===== src/rtl/sacn_ram.sv =====
module sacn_ram #(
  parameter int unsigned WIDTH = 8,
  parameter int unsigned DEPTH = 16
) (
  input  logic                                   clk_i,
  input  logic                                   we_i,
  input  logic [((DEPTH > 1) ? $clog2(DEPTH) : 1)-1:0] waddr_i,
  input  logic [WIDTH-1:0]                       wdata_i,
  input  logic                                   re_i,
  input  logic [((DEPTH > 1) ? $clog2(DEPTH) : 1)-1:0] raddr_i,
  output logic [WIDTH-1:0]                       rdata_o
);

  logic [WIDTH-1:0] mem_q [DEPTH];
  logic [WIDTH-1:0] rdata_q;

  always_ff @(posedge clk_i) begin
    if (we_i) begin
      mem_q[waddr_i] <= wdata_i;
    end
    if (re_i) begin
      rdata_q <= mem_q[raddr_i];
    end
  end

  assign rdata_o = rdata_q;

endmodule


===== config.mk =====
export PLATFORM = sky130hd
export DESIGN_NAME = sacn_ram
export DESIGN_NICKNAME = d
export VERILOG_FILES = /design/src/rtl/sacn_ram.sv
export SDC_FILE = /design/constraint.sdc
export NUM_CORES = 1
export LEC_CHECK = 0
export BUFFER_PORTS_ARGS = -buffer_cell sky130_fd_sc_hd__buf_4
export CAP_MARGIN = 5
export CORE_MARGIN = 2
export CORE_UTILIZATION = 42
export DETAILED_ROUTE_END_ITERATION = 12
export GPL_ROUTABILITY_DRIVEN = 0
export PLACE_DENSITY = 0.64
export SLEW_MARGIN = 20
export SYNTH_ARGS = -nofsm -noshare
export SYNTH_HDL_FRONTEND = slang
export SYNTH_SLANG_ARGS = --single-unit

===== constraint.sdc =====
create_clock -name clk_i -period 3 [get_ports clk_i]
set_input_delay 0.9 -clock clk_i [delete_from_list [all_inputs] [get_ports clk_i]]
set_output_delay 0.9 -clock clk_i [all_outputs]
set_load 0.01 [all_outputs]

==> impl_metrics.csv, run 1 <==
group,metric,value,unit
detailed_routing,ant_nets,0,
cts,clkSlewWorstSetupHoldPaths,0.05,ns
yosys,syn_inst,229,
yosys,ys_ff_latch,136,
setup_path,crit_path_start_kind,"input pin",
grt,grt.total_usage,16.5,%
sta,setup_tns,0,ns
grt,grt_pass1_vias,2575,
setup_path,rr_worst_depth,3,
setup_path,rr_startpoint,"mem_q[0][4]",
power_and_ir_drop,p_clk_share,45.8,%
setup_path,crit_path_end_kind,"register",
grt,grt_overflow,0,
detailed_routing,vias_per_cell,5.31,
grt,grt_pass1_wl,15200,um
finish,n_antenna_cell,0,
die,std_cell_rows,40,
cts,clock_latency,0.42,ns
sta,finalClockSkew,0.00511,ns
sta,fin_crit,2.11,ns
detailed_routing,vias,2463,
min_path,holdPathStages,3,
power_and_ir_drop,p_sw,828,uW
setup_path,path_max_fanout,20,
cts,post_cts_resize_count,0,
cts,cts_hold_buffers,0,
cts,cts_buffer_depth,2,
yosys,ys_types,18,
sta,setup_violations,0,
die,ioPinCount,27,
min_path,hp-start,"mem_q[4][2]",
power_and_ir_drop,p_int,3.52,mW
power_and_ir_drop,power_density,694,nW/um2
detailed_routing,wirelength,9610,um
power_and_ir_drop,combPwrFrac,4.7,%
flow_run,drv_cap,0,
setup_path,crit_type,"input pin to register",
cts,post_cts_buffers,0,
yosys,avgSynthCellArea,22.8,um2
setup_path,r2r_slack,1.48,ns
placement,io_buffers,26,
sta,relSlewSlack,48.4,%
yosys,seq_area_frac_synth,78.1,%
min_path,min_to,"rdata_o[2]",
power_and_ir_drop,leakagePower,2.11,nW
grt,antenna_found_initial,0,
placement,hpwlAfterDp,6320,um
status,status,"completed",
grt,grt_max_degree,33,
detailed_routing,firstDrtPassIters,4,
finish,final_cell_mix,"edfxtp_1, buf_4, mux4_2",
power_and_ir_drop,ir_worst_vdd,0.000441,V
finish,fillers,944,
setup_path,cp.required,3.15,ns
power_and_ir_drop,fin_total_pwr,4.35,mW
die,die_h,116,um
die,fp.coreArea,12100,um2
setup_path,crit_start,"raddr_i[0]",
power_and_ir_drop,p_seq_share,49.5,%
cts,htreeDepth,4,
yosys,postSynthNetCount,248,
sta,hold_ws,0.747,ns
sta,slew_violations,0,
setup_path,arrival,2.26,ns
yosys,syn_area,5230,um2
detailed_routing,routedWlPerCell,20.7,um
sta,hold_violations,0,
die,start_util,43.3,%
finish,drive_gt1_share,29.7,%
sta,post-route-period-util,70.4,%
yosys,yosys_warnings,0,
setup_path,r2r_end,"rdata_o[4]",
finish,final_common_cell,"edfxtp_1",
cts,cts_root_buf,"clkbuf_16",
die,fp.dieArea,13400,um2
sta,worst_slew_pin_slew,0.773,ns
sta,rsz0062_at_grt,"false",
cts,cts_tree,"yes",
min_path,hold_class,"register to register",
power_and_ir_drop,switching_share,19.0,%
die,die_x,116,um
cts,cts_buffers,17,
cts,tritoncts_num_sinks,136,
finish,synthToLayoutAreaGrowth,20.0,%
detailed_routing,drc,0,
sta,fmax,474,MHz
detailed_routing,drt_iter0_markers,157,
finish,nNetsFinal,302,
==> registers in the layout, indices dropped and copies added, names as in the netlist <==
signal	cells
mem_q	128
rdata_o	8
==> cells in the mapped netlist <==
cell             number  area share (%)
nor2_1               13            0.93
nand2b_1              2            0.24
buf_6                 3            0.65
and2b_1               1            0.14
clkdlybuf4s25_2       3            0.57
mux4_2               18             7.8
nand2_1               9            0.65
buf_4                 1            0.14
nand3b_1              2            0.29
a22oi_1              16             2.3
nand3_1               1           0.096
buf_2                 3            0.29
nor2b_1               1            0.12
mux4_1               14             7.0
or3b_2                1            0.17
edfxtp_1            136              78
and2_1                1            0.12
nor3_1                4            0.38
==> how the worst max path moves through the flow <==
stage	endpoint	depth (start not counted)
final	rdata_o[4]	5
after CTS	rdata_o[7]	5
after global routing	rdata_o[7]	5
after floorplan	mem_q[0][0]	2
after detailed placement	rdata_o[7]	5
after global placement	rdata_o[7]	5
==> worst max-delay path: stages <==
cell     delay [ns]
buf_4          0.24
buf_12         0.24
mux4_1         0.57
a22oi_1        0.20
nand2_1        0.09
==> layer usage <==
metal	GRT usage [%]	part of all wire (%)	wire, um
met2	24.8	49	4680
met1	22.4	43	4110
met5	0	0	0
met4	6.59	1.3	127
met3	5.60	7.1	683
==> power groups by stage <==
stage | logic [mW] | registers (mW) | clock network (mW)
detailed placement | 0.207 | 2.19 | 0
floorplan | 0.108 | 2.19 | 0
global route | 0.224 | 2.16 | 2.11
global placement | 0.203 | 2.19 | 0
finish | 0.202 | 2.15 | 2.00
CTS | 0.208 | 2.15 | 2.03
==> kinds of logic after synthesis <==
family	count (synthesis)	share of synthesized area, %
compound gates	16	2.30
buf+inv	10	1.65
flops	136	78.1
mux	32	14.8
simple gates	35	3.14
==> per-stage QoR <==
stage	worst slack, ns	instances	utilization (%)	instance area [um2]
CTS	0.878	464	52.0	6270
detailed placement	0.443	432	47.3	5700
floorplan	0.607	229	-	5230
finish	0.889	464	52.0	6270
global route	0.790	464	52.0	6270
global placement	0.443	432	47.3	5700
==> area by class of cell <==
| cell class | instances | area, um2 | area share, % |
|---|---|---|---|
| Tap cell | 168 | 210 | 3.35 |
| Multi-Input combinational cell | 83 | 1060 | 16.9 |
| Clock buffer | 21 | 440 | 7.02 |
| Clock inverter | 11 | 130 | 2.07 |
| Timing Repair Buffer | 45 | 350 | 5.59 |
| Sequential cell | 136 | 4080 | 65.1 |
(Power assumes the default switching activity.)
==> run 2, diff against run 1 <==
- ABC_AREA: not set -> 1
- PLACE_DENSITY: 0.64 -> 0.66
- clock period: 3 -> 1.9 ns (I/O delays scaled with it)
==> run 2 against run 1 <==
Utilization decreased by 2.2 points. Largest power group unchanged. Design area grew 8.8%. Global-route usage rose by 2.4 points. Critical endpoint is now rdata_o[0]. Sequential cell count unchanged. Highest routed layer unchanged. Setup slack worse by 0.59 ns. Via count is 59% higher.
==> impl_metrics.csv, run 2 <==
group,metric,value,unit
cts,post_cts_resize_count,0,
placement,place_ws,0.102,ns
cts,post_cts_buffers,0,
cts,cts_buffers,17,
setup_path,critical_path.max_stage_delay,0.44,ns
power_and_ir_drop,p_sw,1.39,mW
status,status,"completed",
die,fp.coreArea,13700,um2
finish,multi_input_area,1210,um2
finish,seq_area,4080,um2
yosys,yosys_most_used_dff,"edfxtp_1",
yosys,syn_area,5850,um2
cts,cts_hold_buffers,0,
sta,fin_ws,0.301,ns
grt,grt_max_degree,65,
detailed_routing,ant_nets,0,
flow_run,drv_cap,0,
setup_path,critical_path.top_delay_family,"flip-flops",
yosys,syn_inst,551,
sta,relSlewSlack,74.6,%
setup_path,crit_type,"register to output pin",
yosys,seq_area_frac_synth,69.8,%
die,die_x,122,um
yosys,yosys_warnings,0,
power_and_ir_drop,combPwrFrac,6.7,%
setup_path,cp_num_buf_inv,1,
cts,cts_buffer_depth,2,
finish,nNetsFinal,615,
placement,io_buffers,26,
yosys,ys_ff_latch,136,
power_and_ir_drop,switching_share,21.2,%
sta,hold_violations,0,
grt,grt_overflow,0,
setup_path,cp_slowest_cell,"edfxtp_1",
cts,cts_tree,"yes",
power_and_ir_drop,fin_total_pwr,6.55,mW
placement,hpwlAfterDp,8360,um
cts,cts_root_buf,"clkbuf_16",
cts,htreeDepth,4,
min_path,hold_class,"input pin to register",
power_and_ir_drop,p_int,5.16,mW
finish,final_cell_mix,"nand2_1, edfxtp_1, inv_1",
cts,tritoncts_num_sinks,136,
power_and_ir_drop,leakagePower,2.93,nW
sta,post-route-period-util,84.2,%
yosys,ys_types,11,
setup_path,crit_path_end_kind,"output pin",
setup_path,crit_path_start_kind,"register",
yosys,avgSynthCellArea,10.6,um2
yosys,synth_top_area_cell,"edfxtp_1",
detailed_routing,vias_per_cell,4.97,
power_and_ir_drop,p_seq_share,52.0,%
detailed_routing,drc,0,
power_and_ir_drop,p_clk_share,41.3,%
setup_path,path_max_fanout,1,
sta,finalClockSkew,0.00844,ns
detailed_routing,vias,3920,
yosys,synth-edff-count,136,
setup_path,worstPathCellList,"buf_4",
finish,final_common_cell,"nand2_1",
sta,worst_slew_pin_slew,0.380,ns
die,std_cell_rows,43,
detailed_routing,drt_iter0_markers,416,
grt,grt_pass1_wl,20400,um
setup_path,arrival,1.03,ns
finish,largest_reg_flops,128,
yosys,yosysMostFrequentCell,"nand2_1",
grt,grt_pass1_vias,3840,
grt,grt.total_usage,18.9,%
power_and_ir_drop,ir_worst_vdd,0.000604,V
sta,slew_violations,0,
die,fp.dieArea,14900,um2
detailed_routing,routedWlPerCell,16.6,um
finish,drive_gt1_share,11.5,%
sta,setup_violations,0,
yosys,synth_common_cells,"nand2_1, edfxtp_1, inv_1",
die,die_h,122,um
die,ioPinCount,27,
yosys,synth_top_area_share,69.8,%
sta,fin_crit,1.60,ns
finish,fillers,1233,
sta,setup_tns,0,ns
finish,synthToLayoutAreaGrowth,16.8,%
yosys,ys_async_sr_fraction,0,%
sta,fmax,625,MHz
sta,rsz0062_at_grt,"false",
finish,largest-register,"mem_q",
grt,antenna_found_initial,0,
detailed_routing,wirelength,13100,um
yosys,postSynthNetCount,570,
cts,clock_latency,0.41,ns
finish,n_antenna_cell,0,
setup_path,cp.required,1.33,ns
detailed_routing,firstDrtPassIters,5,
die,start_util,42.6,%
power_and_ir_drop,power_density,960,nW/um2
cts,clkSlewWorstSetupHoldPaths,0.05,ns
yosys,yosys-top-cells-area,"edfxtp_1, nand2_1, nand3_1",
run 2: cell types whose count changed after synthesis, moves of 10 or more:
cell     delta
inv_1     +100
nand2_1   +164
a22oi_1    -16
buf_2      +10
nand3_1    +96
mux4_2     -18
mux4_1     -14
run 2: final timing paths:
| kind | from | to | slack [ns] | cells past startpoint |
|---|---|---|---|---|
| max | rdata_o[0] | rdata_o[0] | 0.30 | 1 |
| min | re_i | rdata_o[5] | 0.46 | 1 |
| max reg2reg | mem_q[5][1] | rdata_o[1] | 0.71 | 6 |
| min reg2reg | mem_q[13][1] | rdata_o[1] | 0.75 | 6 |
run 2: area by class of cell:
| cell class | count | area share (%) |
|---|---|---|
| Sequential cell | 136 | 59.8 |
| Tap cell | 180 | 3.30 |
| Timing Repair Buffer | 50 | 6.41 |
| Clock buffer | 24 | 6.62 |
| Multi-Input combinational cell | 289 | 17.8 |
| Inverter | 102 | 5.61 |
| Clock inverter | 8 | 0.458 |
run 2: stage by stage:
step	std cells	hold WS, ns	instance area, um2	util (%)
finish	789	0.465	6830	49.8
global route	789	0.453	6830	49.8
CTS	789	0.448	6830	49.8
detailed placement	757	0.732	6340	46.2
global placement	757	0.731	6340	46.2
floorplan	551	0.669	5850	-
run 2: power by group through the flow:
| stage | clock network (mW) | registers, mW | logic [mW] |
|---|---|---|---|
| 3_5_place_dp | 0 | 3.47 | 0.443 |
| 3_3_place_gp | 0 | 3.46 | 0.437 |
| 4_1_cts | 2.75 | 3.41 | 0.445 |
| 2_1_floorplan | 0 | 3.47 | 0.237 |
| 5_1_grt | 2.87 | 3.41 | 0.491 |
| 6_report | 2.71 | 3.41 | 0.442 |
run 2: cell families (layout without fill, tap and decap cells):
kind of cell  after synthesis  count (layout)  synth area share (%)
simple gates              289             289                  20.8
buf+inv                   126             184                  9.39
flops                     136             136                  69.8
run 2: routing by layer:
metal	global-route usage, %	share of wire (%)
met1	23.5	42
met2	31.2	49
met3	5.20	6.7
met4	7.90	2.3
met5	0	0
